[config.mk]
export PLATFORM = sky130hd
export DESIGN_NAME = text_line_number_visible_filter
export DESIGN_NICKNAME = d
export VERILOG_FILES = /design/src/rtl/tlnvf_pkg.sv /design/src/rtl/tlnvf_front.sv /design/src/rtl/tlnvf_queue.sv /design/src/rtl/tlnvf_back.sv /design/src/rtl/text_line_number_visible_filter.sv
export SDC_FILE = /design/constraint.sdc
export NUM_CORES = 1
export LEC_CHECK = 0
export BUFFER_PORTS_ARGS = -buffer_cell sky130_fd_sc_hd__buf_2
export CAP_MARGIN = 15
export CORE_ASPECT_RATIO = 0.5
export CORE_MARGIN = 10
export CORE_UTILIZATION = 37
export CTS_BUF_LIST = sky130_fd_sc_hd__clkbuf_4 sky130_fd_sc_hd__clkbuf_8 sky130_fd_sc_hd__clkbuf_16
export CTS_CLUSTER_SIZE = 28
export DETAILED_ROUTE_END_ITERATION = 7
export PLACE_DENSITY_LB_ADDON = 0.2
export SETUP_SLACK_MARGIN = 0.4
export SYNTH_ARGS = -nofsm -noshare
export SYNTH_HDL_FRONTEND = slang
export SYNTH_SLANG_ARGS = --single-unit
[constraint.sdc]
create_clock -name clk -period 3.5 [get_ports clk]
set_clock_uncertainty 0.2 [all_clocks]
set_input_delay 0.7 -clock clk [delete_from_list [all_inputs] [get_ports clk]]
set_output_delay 0.7 -clock clk [all_outputs]
set_load 0.02 [all_outputs]
[src/rtl/tlnvf_pkg.sv]
// Shared types and constants for the text line number and visible filter.
// Holds the transfer structs, configuration register indexes and character codes.
// No dependencies.
package tlnvf_pkg;

	// Configuration register indexes and port widths.
	localparam int CFG_IDX_W  = 3;
	localparam int CFG_DATA_W = 2;

	localparam logic [CFG_IDX_W-1:0] CFG_NUMBER_MODE      = 3'd0;
	localparam logic [CFG_IDX_W-1:0] CFG_SQUEEZE_BLANK    = 3'd1;
	localparam logic [CFG_IDX_W-1:0] CFG_SHOW_ENDS        = 3'd2;
	localparam logic [CFG_IDX_W-1:0] CFG_SHOW_TABS        = 3'd3;
	localparam logic [CFG_IDX_W-1:0] CFG_SHOW_NONPRINTING = 3'd4;

	// Character codes.
	localparam logic [7:0] CH_TAB      = 8'd9;
	localparam logic [7:0] CH_NEWLINE  = 8'd10;
	localparam logic [7:0] CH_SPACE    = 8'd32;
	localparam logic [7:0] CH_DOLLAR   = 8'd36;
	localparam logic [7:0] CH_ZERO     = 8'd48;
	localparam logic [7:0] CH_QMARK    = 8'd63;
	localparam logic [7:0] CH_CAP_I    = 8'd73;
	localparam logic [7:0] CH_CARET    = 8'd94;
	localparam logic [7:0] CH_DELETE   = 8'd127;
	localparam logic [7:0] CTRL_MAX    = 8'd31;
	localparam logic [7:0] CTRL_OFFSET = 8'd64;
	localparam logic [3:0] BCD_NINE    = 4'd9;

	// Input item.
	typedef struct packed {
		logic [7:0] data_byte;
		logic       first_of_file;
	} in_item_t;

	// Result item.
	typedef struct packed {
		logic [7:0] out_byte;
		logic       last;
	} out_item_t;

	// Configuration register set.
	typedef struct packed {
		logic [1:0] number_mode;
		logic       squeeze_blank;
		logic       show_ends;
		logic       show_tabs;
		logic       show_nonprinting;
	} cfg_t;

	// Classified work for one input byte, apart from the number field characters.
	typedef struct packed {
		logic       num_en;
		logic       dollar_en;
		logic       caret_en;
		logic       byte_en;
		logic [7:0] byte_val;
	} job_t;

endpackage

[src/rtl/tlnvf_front.sv]
// Front end: configuration registers, input transfer and byte classification.
// Keeps the BCD line count and newline history and pushes work into the queue.
// Depends on tlnvf_pkg.
module tlnvf_front #(
	parameter int NUMBER_DIGITS = 6
) (
	input  logic                              clk,
	input  logic                              arst_n,
	input  logic                              cfg_wen,
	input  logic [tlnvf_pkg::CFG_IDX_W-1:0]   cfg_index,
	input  logic [tlnvf_pkg::CFG_DATA_W-1:0]  cfg_data,
	input  logic                              in_valid,
	input  tlnvf_pkg::in_item_t               in_data,
	output logic                              in_stall,
	input  logic                              queue_full,
	output logic                              push,
	output tlnvf_pkg::job_t                   push_job,
	output logic [NUMBER_DIGITS-1:0][7:0]     push_chars
);

	localparam int CNT_W = 4 * NUMBER_DIGITS;
	localparam logic [CNT_W-1:0] COUNT_ONE = {{(CNT_W-1){1'b0}}, 1'b1};

	tlnvf_pkg::cfg_t  cfg_q;
	logic [CNT_W-1:0] count_q;
	logic             prev_nl_q;
	logic             prevprev_nl_q;

	logic             accept;
	logic [7:0]       c;
	logic             is_nl;
	logic             eff_prev;
	logic             eff_prevprev;
	logic [CNT_W-1:0] eff_count;
	logic [CNT_W-1:0] next_count;
	logic             squeezed;
	tlnvf_pkg::job_t  job;

	// Configuration writes; unlisted indexes are ignored.
	always_ff @(posedge clk or negedge arst_n) begin
		if (!arst_n) begin
			cfg_q <= '0;
		end else if (cfg_wen) begin
			unique case (cfg_index)
				tlnvf_pkg::CFG_NUMBER_MODE:      cfg_q.number_mode      <= cfg_data;
				tlnvf_pkg::CFG_SQUEEZE_BLANK:    cfg_q.squeeze_blank    <= cfg_data[0];
				tlnvf_pkg::CFG_SHOW_ENDS:        cfg_q.show_ends        <= cfg_data[0];
				tlnvf_pkg::CFG_SHOW_TABS:        cfg_q.show_tabs        <= cfg_data[0];
				tlnvf_pkg::CFG_SHOW_NONPRINTING: cfg_q.show_nonprinting <= cfg_data[0];
				default: ;
			endcase
		end
	end

	// The queue is the only back pressure on the input.
	assign in_stall = queue_full;
	assign accept   = in_valid && !queue_full;

	// A first-of-file byte sees freshly reset history.
	assign c            = in_data.data_byte;
	assign is_nl        = (c == tlnvf_pkg::CH_NEWLINE);
	assign eff_prev     = in_data.first_of_file ? 1'b1 : prev_nl_q;
	assign eff_prevprev = in_data.first_of_file ? 1'b0 : prevprev_nl_q;
	assign eff_count    = in_data.first_of_file ? COUNT_ONE : count_q;
	assign squeezed     = cfg_q.squeeze_blank && is_nl && eff_prev && eff_prevprev;

	// Classify the byte into the pieces that the back end emits.
	always_comb begin
		job = '0;
		if (cfg_q.number_mode[1]) begin
			job.num_en = !is_nl && eff_prev;
		end else if (cfg_q.number_mode[0]) begin
			job.num_en = eff_prev && !squeezed;
		end
		job.dollar_en = cfg_q.show_ends && is_nl && !squeezed;
		if (cfg_q.show_tabs && c == tlnvf_pkg::CH_TAB) begin
			job.caret_en = 1'b1;
			job.byte_en  = 1'b1;
			job.byte_val = tlnvf_pkg::CH_CAP_I;
		end else if (!squeezed) begin
			job.byte_en  = 1'b1;
			job.byte_val = c;
			if (cfg_q.show_nonprinting && c <= tlnvf_pkg::CTRL_MAX &&
			    c != tlnvf_pkg::CH_TAB && c != tlnvf_pkg::CH_NEWLINE) begin
				job.caret_en = 1'b1;
				job.byte_val = c + tlnvf_pkg::CTRL_OFFSET;
			end else if (cfg_q.show_nonprinting && c == tlnvf_pkg::CH_DELETE) begin
				job.caret_en = 1'b1;
				job.byte_val = tlnvf_pkg::CH_QMARK;
			end
		end
	end

	// Number field characters, most significant digit first, leading zeros blanked.
	always_comb begin
		logic       blank;
		logic [3:0] dig;
		blank = 1'b1;
		for (int p = 0; p < NUMBER_DIGITS; p++) begin
			dig = eff_count[4*(NUMBER_DIGITS-1-p) +: 4];
			if (dig != 4'd0 || p == NUMBER_DIGITS - 1) begin
				blank = 1'b0;
			end
			push_chars[p] = blank ? tlnvf_pkg::CH_SPACE : (tlnvf_pkg::CH_ZERO | {4'd0, dig});
		end
	end

	// Saturating BCD increment: a digit steps when all lower digits are nine.
	always_comb begin
		logic       carry;
		logic       all_nines;
		logic [3:0] dig;
		carry      = 1'b1;
		all_nines  = 1'b1;
		next_count = eff_count;
		for (int i = 0; i < NUMBER_DIGITS; i++) begin
			dig = eff_count[4*i +: 4];
			if (dig != tlnvf_pkg::BCD_NINE) begin
				all_nines = 1'b0;
			end
			if (carry) begin
				next_count[4*i +: 4] = (dig == tlnvf_pkg::BCD_NINE) ? 4'd0 : dig + 4'd1;
			end
			carry = carry && (dig == tlnvf_pkg::BCD_NINE);
		end
		if (all_nines) begin
			next_count = eff_count;
		end
	end

	// Line count and newline history update on each input transfer; the count steps only when numbered.
	always_ff @(posedge clk or negedge arst_n) begin
		if (!arst_n) begin
			count_q       <= COUNT_ONE;
			prev_nl_q     <= 1'b1;
			prevprev_nl_q <= 1'b0;
		end else if (accept) begin
			count_q       <= job.num_en ? next_count : eff_count;
			prev_nl_q     <= is_nl;
			prevprev_nl_q <= eff_prev;
		end
	end

	// Bytes that produce nothing never enter the queue.
	assign push     = accept && (job.num_en || job.dollar_en || job.caret_en || job.byte_en);
	assign push_job = job;

`ifndef SYNTH
	for (genvar g = 0; g < NUMBER_DIGITS; g++) begin : g_bcd_chk
		a_bcd_digit: assert property (@(posedge clk) disable iff (!arst_n)
			count_q[4*g +: 4] <= tlnvf_pkg::BCD_NINE)
			else $error("line count digit is not a valid BCD digit");
	end
`endif

endmodule

[src/rtl/tlnvf_queue.sv]
// Short work queue between the classifier and the emitter.
// Register-based storage with read and write pointers and an entry count.
// No package dependencies.
module tlnvf_queue #(
	parameter int WIDTH = 8,
	parameter int DEPTH = 4
) (
	input  logic             clk,
	input  logic             arst_n,
	input  logic             push,
	input  logic [WIDTH-1:0] push_data,
	input  logic             pop,
	output logic [WIDTH-1:0] pop_data,
	output logic             full,
	output logic             not_empty
);

	localparam int PTR_W = (DEPTH > 1) ? $clog2(DEPTH) : 1;
	localparam int CNT_W = $clog2(DEPTH + 1);
	localparam logic [PTR_W-1:0] LAST_PTR = PTR_W'(DEPTH - 1);
	localparam logic [CNT_W-1:0] FULL_CNT = CNT_W'(DEPTH);

	logic [WIDTH-1:0] mem_q [DEPTH];
	logic [PTR_W-1:0] wr_ptr_q;
	logic [PTR_W-1:0] rd_ptr_q;
	logic [CNT_W-1:0] count_q;

	assign full      = (count_q == FULL_CNT);
	assign not_empty = (count_q != '0);
	assign pop_data  = mem_q[rd_ptr_q];

	// Storage write.
	always_ff @(posedge clk) begin
		if (push) begin
			mem_q[wr_ptr_q] <= push_data;
		end
	end

	// Pointers and occupancy.
	always_ff @(posedge clk or negedge arst_n) begin
		if (!arst_n) begin
			wr_ptr_q <= '0;
			rd_ptr_q <= '0;
			count_q  <= '0;
		end else begin
			if (push) begin
				wr_ptr_q <= (wr_ptr_q == LAST_PTR) ? '0 : wr_ptr_q + 1'b1;
			end
			if (pop) begin
				rd_ptr_q <= (rd_ptr_q == LAST_PTR) ? '0 : rd_ptr_q + 1'b1;
			end
			if (push && !pop) begin
				count_q <= count_q + 1'b1;
			end else if (pop && !push) begin
				count_q <= count_q - 1'b1;
			end
		end
	end

`ifndef SYNTH
	a_no_overflow: assert property (@(posedge clk) disable iff (!arst_n)
		full && !pop |-> !push)
		else $error("queue written while full");
	a_count_bound: assert property (@(posedge clk) disable iff (!arst_n)
		count_q <= FULL_CNT)
		else $error("queue count beyond depth");
`endif

endmodule

[src/rtl/tlnvf_back.sv]
// Back end: takes classified work from the queue and emits one byte per cycle while the output is not stalled.
// A pending-piece mask selects the next byte; an output register feeds the result channel.
// Depends on tlnvf_pkg.
module tlnvf_back #(
	parameter int NUMBER_DIGITS = 6
) (
	input  logic                          clk,
	input  logic                          arst_n,
	input  logic                          job_valid,
	input  tlnvf_pkg::job_t               job,
	input  logic [NUMBER_DIGITS-1:0][7:0] job_chars,
	output logic                          pop,
	output logic                          out_valid,
	input  logic                          out_stall,
	output tlnvf_pkg::out_item_t          out_data
);

	// Piece order: digits, number tab, dollar, caret, byte.
	localparam int POS_TAB    = NUMBER_DIGITS;
	localparam int POS_DOLLAR = NUMBER_DIGITS + 1;
	localparam int POS_CARET  = NUMBER_DIGITS + 2;
	localparam int POS_BYTE   = NUMBER_DIGITS + 3;
	localparam int NSEG       = NUMBER_DIGITS + 4;

	logic                          cur_valid_q;
	logic [NSEG-1:0]               mask_q;
	logic [NUMBER_DIGITS-1:0][7:0] chars_q;
	logic [7:0]                    byte_q;
	logic                          out_valid_q;
	tlnvf_pkg::out_item_t          out_q;

	logic                          advance;
	logic                          emit;
	logic                          done;
	logic [NSEG-1:0]               sel;
	logic [NSEG-1:0]               rest;
	logic [NSEG-1:0]               load_mask;
	logic [7:0]                    sel_byte;

	assign advance = !out_valid_q || !out_stall;
	assign sel     = mask_q & (~mask_q + 1'b1);
	assign rest    = mask_q & ~sel;
	assign emit    = cur_valid_q && advance;
	assign done    = emit && (rest == '0);
	assign pop     = job_valid && (!cur_valid_q || done);

	// Pending pieces of a newly loaded job.
	always_comb begin
		load_mask             = '0;
		load_mask[POS_TAB:0]  = {(NUMBER_DIGITS+1){job.num_en}};
		load_mask[POS_DOLLAR] = job.dollar_en;
		load_mask[POS_CARET]  = job.caret_en;
		load_mask[POS_BYTE]   = job.byte_en;
	end

	// Byte of the selected piece.
	always_comb begin
		sel_byte = '0;
		for (int p = 0; p < NUMBER_DIGITS; p++) begin
			sel_byte = sel_byte | (chars_q[p] & {8{sel[p]}});
		end
		sel_byte = sel_byte | (tlnvf_pkg::CH_TAB    & {8{sel[POS_TAB]}});
		sel_byte = sel_byte | (tlnvf_pkg::CH_DOLLAR & {8{sel[POS_DOLLAR]}});
		sel_byte = sel_byte | (tlnvf_pkg::CH_CARET  & {8{sel[POS_CARET]}});
		sel_byte = sel_byte | (byte_q               & {8{sel[POS_BYTE]}});
	end

	// Current job: load from the queue as the previous one finishes.
	always_ff @(posedge clk or negedge arst_n) begin
		if (!arst_n) begin
			cur_valid_q <= 1'b0;
			mask_q      <= '0;
		end else if (pop) begin
			cur_valid_q <= 1'b1;
			mask_q      <= load_mask;
		end else if (done) begin
			cur_valid_q <= 1'b0;
			mask_q      <= '0;
		end else if (emit) begin
			mask_q      <= rest;
		end
	end

	always_ff @(posedge clk) begin
		if (pop) begin
			chars_q <= job_chars;
			byte_q  <= job.byte_val;
		end
	end

	// Output register toward the result channel.
	always_ff @(posedge clk or negedge arst_n) begin
		if (!arst_n) begin
			out_valid_q <= 1'b0;
		end else if (emit) begin
			out_valid_q <= 1'b1;
		end else if (!out_stall) begin
			out_valid_q <= 1'b0;
		end
	end

	always_ff @(posedge clk) begin
		if (emit) begin
			out_q.out_byte <= sel_byte;
			out_q.last     <= (rest == '0);
		end
	end

	assign out_valid = out_valid_q;
	assign out_data  = out_q;

`ifndef SYNTH
	a_cur_has_work: assert property (@(posedge clk) disable iff (!arst_n)
		cur_valid_q |-> (mask_q != '0))
		else $error("emitter holds a job with no pending bytes");
	a_pop_nonempty: assert property (@(posedge clk) disable iff (!arst_n)
		pop |-> job_valid && (load_mask != '0))
		else $error("emitter took an empty or absent job");
	a_last_ends_job: assert property (@(posedge clk) disable iff (!arst_n)
		done && !pop |=> !cur_valid_q)
		else $error("job still active after its last byte");
`endif

endmodule

[src/rtl/text_line_number_visible_filter.sv]
// Path: an input item is written into the work queue, loaded into the emitter's job
// register, and its bytes leave through the output register. Throughput: one result
// byte per cycle while the output is not stalled; meanwhile a four-entry work queue absorbs the input.
// Items that produce no bytes never enter the queue or reach the emitter.
// Reset: configuration registers clear to zero, the line count to one, and the
// newline history to "previous byte was a newline".
module text_line_number_visible_filter #(
	parameter int NUMBER_DIGITS = 6
) (
	input  logic                              clk,
	input  logic                              arst_n,
	input  logic                              cfg_wen,
	input  logic [tlnvf_pkg::CFG_IDX_W-1:0]   cfg_index,
	input  logic [tlnvf_pkg::CFG_DATA_W-1:0]  cfg_data,
	input  logic                              in_valid,
	output logic                              in_stall,
	input  tlnvf_pkg::in_item_t               in_data,
	output logic                              out_valid,
	input  logic                              out_stall,
	output tlnvf_pkg::out_item_t              out_data
);

	localparam int QUEUE_DEPTH = 4;
	localparam int CHARS_W     = 8 * NUMBER_DIGITS;
	localparam int ENTRY_W     = $bits(tlnvf_pkg::job_t) + CHARS_W;

	logic                          push;
	tlnvf_pkg::job_t               push_job;
	logic [NUMBER_DIGITS-1:0][7:0] push_chars;
	logic                          queue_full;
	logic                          queue_not_empty;
	logic                          pop;
	logic [ENTRY_W-1:0]            pop_entry;
	tlnvf_pkg::job_t               head_job;
	logic [NUMBER_DIGITS-1:0][7:0] head_chars;

	// Classifier.
	tlnvf_front #(
		.NUMBER_DIGITS(NUMBER_DIGITS)
	) u_front (
		.clk        (clk),
		.arst_n     (arst_n),
		.cfg_wen    (cfg_wen),
		.cfg_index  (cfg_index),
		.cfg_data   (cfg_data),
		.in_valid   (in_valid),
		.in_data    (in_data),
		.in_stall   (in_stall),
		.queue_full (queue_full),
		.push       (push),
		.push_job   (push_job),
		.push_chars (push_chars)
	);

	// Work queue.
	tlnvf_queue #(
		.WIDTH(ENTRY_W),
		.DEPTH(QUEUE_DEPTH)
	) u_queue (
		.clk       (clk),
		.arst_n    (arst_n),
		.push      (push),
		.push_data ({push_job, push_chars}),
		.pop       (pop),
		.pop_data  (pop_entry),
		.full      (queue_full),
		.not_empty (queue_not_empty)
	);

	assign head_job   = pop_entry[ENTRY_W-1:CHARS_W];
	assign head_chars = pop_entry[CHARS_W-1:0];

	// Emitter.
	tlnvf_back #(
		.NUMBER_DIGITS(NUMBER_DIGITS)
	) u_back (
		.clk       (clk),
		.arst_n    (arst_n),
		.job_valid (queue_not_empty),
		.job       (head_job),
		.job_chars (head_chars),
		.pop       (pop),
		.out_valid (out_valid),
		.out_stall (out_stall),
		.out_data  (out_data)
	);

endmodule

# --- Yosys cells after proc, flatten, opt, wreduce, memory -nomap -nowiden ---
# Memory sizes are Yosys's and may differ from the RTL's.
# Index checks and enable logic that the tools add are counted.
word_totals:
  ff_bits: 116
  latch_bits: 0
  mem_bits_rw: 164
  mem_bits_ro: 0
  in_bits: 19
  out_inout_bits: 11
  elab_cells: 187
  mem_count: 1
classes:
  addsub: 12
  mul: 0
  n_div: 0
  order_cmp: 1
  eq_ne: 25
  shifts: 0
  mux: 53
  bitwise_logic: 20
  n_reduce_logical: 52
mem_list:
  columns: ["memory", "words", "word_bits", "rd", "rd_ports_with_merged_regs", "write_ports", "line", "source"]
  rows:
  - ["u_queue.mem_q", 4, 41, 1, 0, 1, "tlnvf_queue.sv:23", "logic [WIDTH-1:0] mem_q [DEPTH];"]
ops:
  columns: ["op", "n"]
  rows:
  - ["$mux 24", 3]
  - ["$and 8x8->8", 7]
  - ["$mux 10", 5]
  - ["$or 8x8->8", 6]
  - ["$mux 4", 11]
  - ["$mux 5", 5]
  - ["$add 4x1->4 const B", 6]
  - ["$eq 4x4->1 const B", 6]
  - ["$ne 4x4->1 const B", 6]
  - ["$logic_and 1x1->1", 23]
  - ["$mux 1", 23]
  - ["$and 10x10->10", 2]
  - ["$not 10->10", 2]
  - ["$reduce_bool 4->1", 5]
  - ["$eq 8x4->1 const B", 2]
  - ["$mux 8", 2]
  - ["$ne 8x4->1 const B", 2]
  - ["$add 10x1->10 const B", 1]
  - ["$logic_not 10->1", 1]
  - ["$reduce_and 2->1", 5]
  - ["$add 8x7->8 const B", 1]
  - ["$eq 8x7->1 const B", 1]
  - ["$le 8x5->1 const B", 1]
  - ["$logic_not 1->1", 8]
  - ["other kinds (17)", 29]

# --- Longest topological paths before layout ---
logic_depth:
  ltp_word: 16
  ltp_mapped: 12
  ltp_nobuf: 11

# --- Cells and area by module ---
# From an unflattened synthesis, not the netlist that was laid out.
unflattened:
  hier_cells: 891
  hier_area_um2: 14935.6
modules_own_cells:
  columns: ["module", "instances", "cells_per_inst", "area_each_um2", "seq_area_each_um2"]
  rows:
  - ["tlnvf_queue", 1, 351, 9143.8, 7382.1]
  - ["tlnvf_back", 1, 209, 3088.0, 2252.2]
  - ["tlnvf_front", 1, 331, 2703.8, 803.3]

# --- Least setup slack after synthesis ---
# OpenSTA, ideal clock, no wires.
synth_path:
  kind: "register to register"
  start: "register u_queue.count_q[0]"
  end: "register u_queue.count_q[1]"
  setup_time_ns: 0.125
  arrival_time_ns: 2.897
  t_required_ns: 3.175
  setup_slack_ns: 0.279
  stages_incl_launch_ff: 10
  n_path_buf: 2
  period_less_slack_ns: 3.221
  cell_sequence: "dfrtp_1 -> nor3b_1 -> nand2b_1 -> clkbuf_1 -> buf_1 -> nor2_1 -> ha_1 -> inv_1 -> fa_1 -> mux2_2"
synth_between:
  elab_chain_len: 7
  word_cells_on_any_way: 15
  cone_classes: "add/sub: 2; eq/ne: 1; mux: 2; reduce/logical: 10"
synth_lines:
  columns: ["item", "line", "source"]
  rows:
  - ["start, declared", "tlnvf_queue.sv:26", "logic [CNT_W-1:0] count_q;"]
  - ["start signal, assigned", "tlnvf_queue.sv:53", "count_q <= count_q + 1'b1;"]
  - ["start signal, assigned", "tlnvf_queue.sv:55", "count_q <= count_q - 1'b1;"]
  - ["$eq 3x3->1 *", "tlnvf_queue.sv:28", "assign full = (count_q == FULL_CNT);"]
  - ["named net in_stall", "text_line_number_visible_filter.sv:16", "output logic in_stall,"]
  - ["$logic_not 1->1 *", "tlnvf_front.sv:57", "assign accept = in_valid && !queue_full;"]
  - ["$logic_and 1x1->1 *", "tlnvf_front.sv:57", null]
  - ["$logic_and 1x1->1 *", "tlnvf_front.sv:145", "assign push = accept && (job.num_en || job.dollar_en || job.caret_en || job.byte_en);"]
  - ["named net push", "text_line_number_visible_filter.sv:27", "logic push;"]
  - ["$logic_not 1->1", "tlnvf_queue.sv:54", "end else if (pop && !push) begin"]
  - ["$logic_and 1x1->1", "tlnvf_queue.sv:54", null]
  - ["$reduce_bool 2->1 (no line)", null, null]
# Mark *: on every way through the listed nets, which the timed path passes. The rest lies on a longest branch. The select of a mux whose other input is x is not followed.
# A chain may end at the register's enable or synchronous reset.

# --- Worst setup path in the final report ---
layout_path:
  start: "register u_back.mask_q[2]"
  end: "register u_queue.count_q[1]"
layout_between:
  elab_chain_len: 12
  word_cells_on_any_way: 14
  cone_classes: "add/sub: 1; mux: 1; bitwise: 4; reduce/logical: 8"
layout_lines:
  columns: ["item", "line", "source"]
  rows:
  - ["start, declared", "tlnvf_back.sv:26", "logic [NSEG-1:0] mask_q;"]
  - ["start signal, assigned", "tlnvf_back.sv:75", "mask_q <= load_mask;"]
  - ["start signal, assigned", "tlnvf_back.sv:80", "mask_q <= rest;"]
  - ["$not 10->10", "tlnvf_back.sv:41", "assign sel = mask_q & (~mask_q + 1'b1);"]
  - ["$add 10x1->10", "tlnvf_back.sv:41", null]
  - ["$and 10x10->10", "tlnvf_back.sv:41", null]
  - ["$not 10->10", "tlnvf_back.sv:42", "assign rest = mask_q & ~sel;"]
  - ["$and 10x10->10 *", "tlnvf_back.sv:42", null]
  - ["$logic_not 10->1 *", "tlnvf_back.sv:44", "assign done = emit && (rest == '0);"]
  - ["$logic_and 1x1->1 *", "tlnvf_back.sv:44", null]
  - ["$logic_or 1x1->1 *", "tlnvf_back.sv:45", "assign pop = job_valid && (!cur_valid_q || done);"]
  - ["$logic_and 1x1->1 *", "tlnvf_back.sv:45", null]
  - ["$logic_not 1->1", "tlnvf_queue.sv:52", "if (push && !pop) begin"]
  - ["$logic_and 1x1->1", "tlnvf_queue.sv:52", null]
  - ["$mux 3 / $reduce_bool 2->1 (equally long branches)", null, null]
# Every way passes the cells marked *; elsewhere a longest branch is shown, timed or not.

==> results.sh <==
export IMPL_status="finished, final reports clean"
export IMPL_grt_pass1_wl_um=38300
export IMPL_cp_start_kind="flop"
export IMPL_cts_buffers=25
export IMPL_viasPerCell=5.51
export IMPL_syn_nets=766
export IMPL_overflow=0
export IMPL_setup_viol=0
export IMPL_yosysWarnings=0
export IMPL_relSlewSlack_pct=34.2
export IMPL_yosys_area_top_type="edfxtp_1"
export IMPL_core_um2=29400
export IMPL_yosysMostFrequentCell="edfxtp_1"
export IMPL_cp_slowest_cell="or4_4"
export IMPL_dp_hpwl_um=16400
export IMPL_timing_fmax_mhz=332
export IMPL_grt_start_max_net_pins=42
export IMPL_holdBufCountCts=0
export IMPL_grt_setup_unrepaired="no"
export IMPL_nets=816
export IMPL_synth_area_leaders="edfxtp_1 56%, dfrtp_1 11%, mux4_2 8.2%, nand2_1 1.5%, nor2b_1 1.4%"
export IMPL_synth_common_cells="210 x edfxtp_1, 49 x dfrtp_1, 46 x nand2_1, 41 x mux4_2, 36 x nor2_1"
export IMPL_maxSlewViolCount=0
export IMPL_worst_path_largest_cell_delay_ps=580
export IMPL_p_leak_uw=0.00447
export IMPL_worstPathCellList="or4_4, nor4_4, a21oi_2, o41a_4, ha_4, inv_1, fa_1, mux2_2"
export IMPL_tns_ps=0
export IMPL_routed_wl_um=24800
export IMPL_dp_cells=1146
export IMPL_ant_nets=0
export IMPL_dp_slack_ps=258
export IMPL_synth_edf_count=210
export IMPL_die_area_um2=38100
export IMPL_final_util_pct=44.0
export IMPL_stdcell_count=1196
export IMPL_drv_cap=0
export IMPL_p_per_area_nw_per_um2=808
export IMPL_drt_pass1_iter_count=5
export IMPL_vias=6589
export IMPL_wl_per_cell_um=20.7
export IMPL_io_pins=30
export IMPL_grt_pass1_vias=6336
export IMPL_synth_top_cell_area_share_pct=56.3
export IMPL_seq_area_frac_synth_pct=67.7
export IMPL_area_growth_pct=15.5
export IMPL_synth_ff_type="edfxtp_1"
export IMPL_synthArstFlopShare_pct=19.5
export IMPL_initial_utilization_pct=38.1
export IMPL_syn_inst=737
export IMPL_antenna_found_initial=0
export IMPL_worstSetupPathType="flop to flop"
export IMPL_ctsHtreeMaxLevel=1
export IMPL_clkLatencyLatePin_ps=520
export IMPL_drc_errors=0
export IMPL_synth_seq_cells=261
export IMPL_grt_usage_pct=12.9
export IMPL_cts_tree="done"
export IMPL_post_route_period_util_pct=86.1
export IMPL_placementRows=44
export IMPL_final_layout_size_suffix_gt1_share_pct=23.2
export IMPL_synth_area_um2=11200
export IMPL_ctsRootBufferMaster="clkbuf_16"
export IMPL_synthDistinctLibCells=72
export IMPL_die_w_um=266
export IMPL_antenna_cells=0
export IMPL_cts_sinks=261
export IMPL_critPathCaptureType="flop"
export IMPL_dieHeight_um=143
export IMPL_gp_congestion=0.867
export IMPL_final_hold_violation_count=0
export IMPL_cts_max_path_buffers=3
export IMPL_avgSynthCellArea_um2=15.2
export IMPL_drt_iter0_drc=471
export IMPL_irDropWorstVdd_mv=0.344
export IMPL_arrival_ps=3210
export IMPL_clkTransAtPathRegs_ps=60
export IMPL_holdWs_ps=135
export IMPL_hold_path_class="input pin to async pin"
export IMPL_tightest_slew_ps=987
export IMPL_fin_crit_ps=3010
export IMPL_crit_fanout=6
export IMPL_worstPathRequired_ps=3700
export IMPL_port_buffers=29
export IMPL_setup_slack_ps=486
## placed cells by master (no fill, tap or decap), types with 7 or more instances in the layout
cell type,count
nand3_1,19
buf_4,31
buf_2,29
nand2_1,46
clkbuf_16,25
a21oi_1,15
mux4_2,41
nor2_1,36
and2_1,8
o21ai_0,24
mux2_2,7
a22oi_1,10
or3_1,8
nor3_1,13
nor2b_1,25
nor4_1,7
o31ai_1,10
dfrtp_1,45
ha_1,8
edfxtp_1,210
nand4_1,16
inv_1,17
nand3b_1,7
## flip-flops by register name, indices dropped and copies added, names as in the netlist
signal,cells
u_back.byte_q,8
u_back.mask_q,10
u_back.cur_valid_q,1
u_front.count_q,24
u_front.cfg_q,6
u_queue.rd_ptr_q,2
u_queue.count_q,3
u_front.prevprev_nl_q,1
u_front.prev_nl_q,1
u_back.out_valid,1
u_queue.wr_ptr_q,2
u_back.chars_q,29
u_back.out_data,9
u_queue.mem_q,164
## cell families after synthesis
logic type	count (synthesis)	share of synthesized area, %
AOI/OAI and AO/OA	118	7.62
buffers and inverters	59	1.99
xor gates and xnor gates	6	0.469
DFF	261	67.7
and+or+nand+nor	227	11.2
muxes	54	9.66
adders and majority gates	12	1.36
## power by group
group / internal (uW) / total, uW / switching (uW)
sequential: 4370 / 4740 / 368
combinational: 1210 / 2790 / 1580
clock: 1810 / 2930 / 1120
total: 7390 / 10500 / 3070
## worst paths after layout
kind                            depth (start not counted)                         endpoint                      startpoint  slack [ps]
worst max-delay path                                    8   u_queue.count_q[1]$_DFFE_PN0P_    u_back.mask_q[2]$_DFFE_PN0P_         490
worst min-delay path                                    1     u_front.cfg_q[5]$_DFFE_PN0P_                          arst_n         130
worst max register to register                          8   u_queue.count_q[1]$_DFFE_PN0P_    u_back.mask_q[2]$_DFFE_PN0P_         490
worst min register to register                          1   u_queue.count_q[2]$_DFFE_PN0P_  u_queue.count_q[2]$_DFFE_PN0P_         300
max in group asynchronous                               2  u_front.count_q[10]$_DFFE_PN0P_                          arst_n        2180
min in group clk                                        2     u_front.cfg_q[5]$_DFFE_PN0P_                     cfg_data[1]         210
## timing repair
item                                   in CTS  in global routing
setup buffers                               2                  3
resized for setup                           2                  6
endpoints found under the hold margin       0                  0
setup endpoints to repair                   2                  1
pin swaps                                   2                  3
## stage by stage
stage	cell area (um^2)	total power [uW]
floorplan	11200	6570
global route	12900	11000
detailed placement	12000	7570
finish	12900	10500
global placement	12000	7510
CTS	12900	10500
## worst max-delay path: cells and delay by family, from the launching register on
family,cells,cell delay [ps]
flops,1,400
simple gates,2,850
fa+ha+maj,2,570
buf+inv,1,60
mux,1,260
compound gates,2,560
## per-layer routing
layer  global-route usage [%]  wire length (um)  vias up
met3                     2.52              1650       26
met5                        0                 0        -
met1                     19.9             12600     3366
met4                     2.72               374        0
met2                     18.2             10100      177
li1                         -                 -     3020
## area by class of cell
| type | count | area (um^2) |
|---|---|---|
| clock inverters | 10 | 174 |
| repair buffers | 64 | 458 |
| well taps | 391 | 489 |
| fillers | 2639 | 16500 |
| clock buffers | 35 | 726 |
| inverters | 18 | 71.3 |
| multi-input cells | 417 | 3430 |
| flip-flops and latches | 261 | 7590 |
No activity file was read; power rests on OpenSTA's default activity.
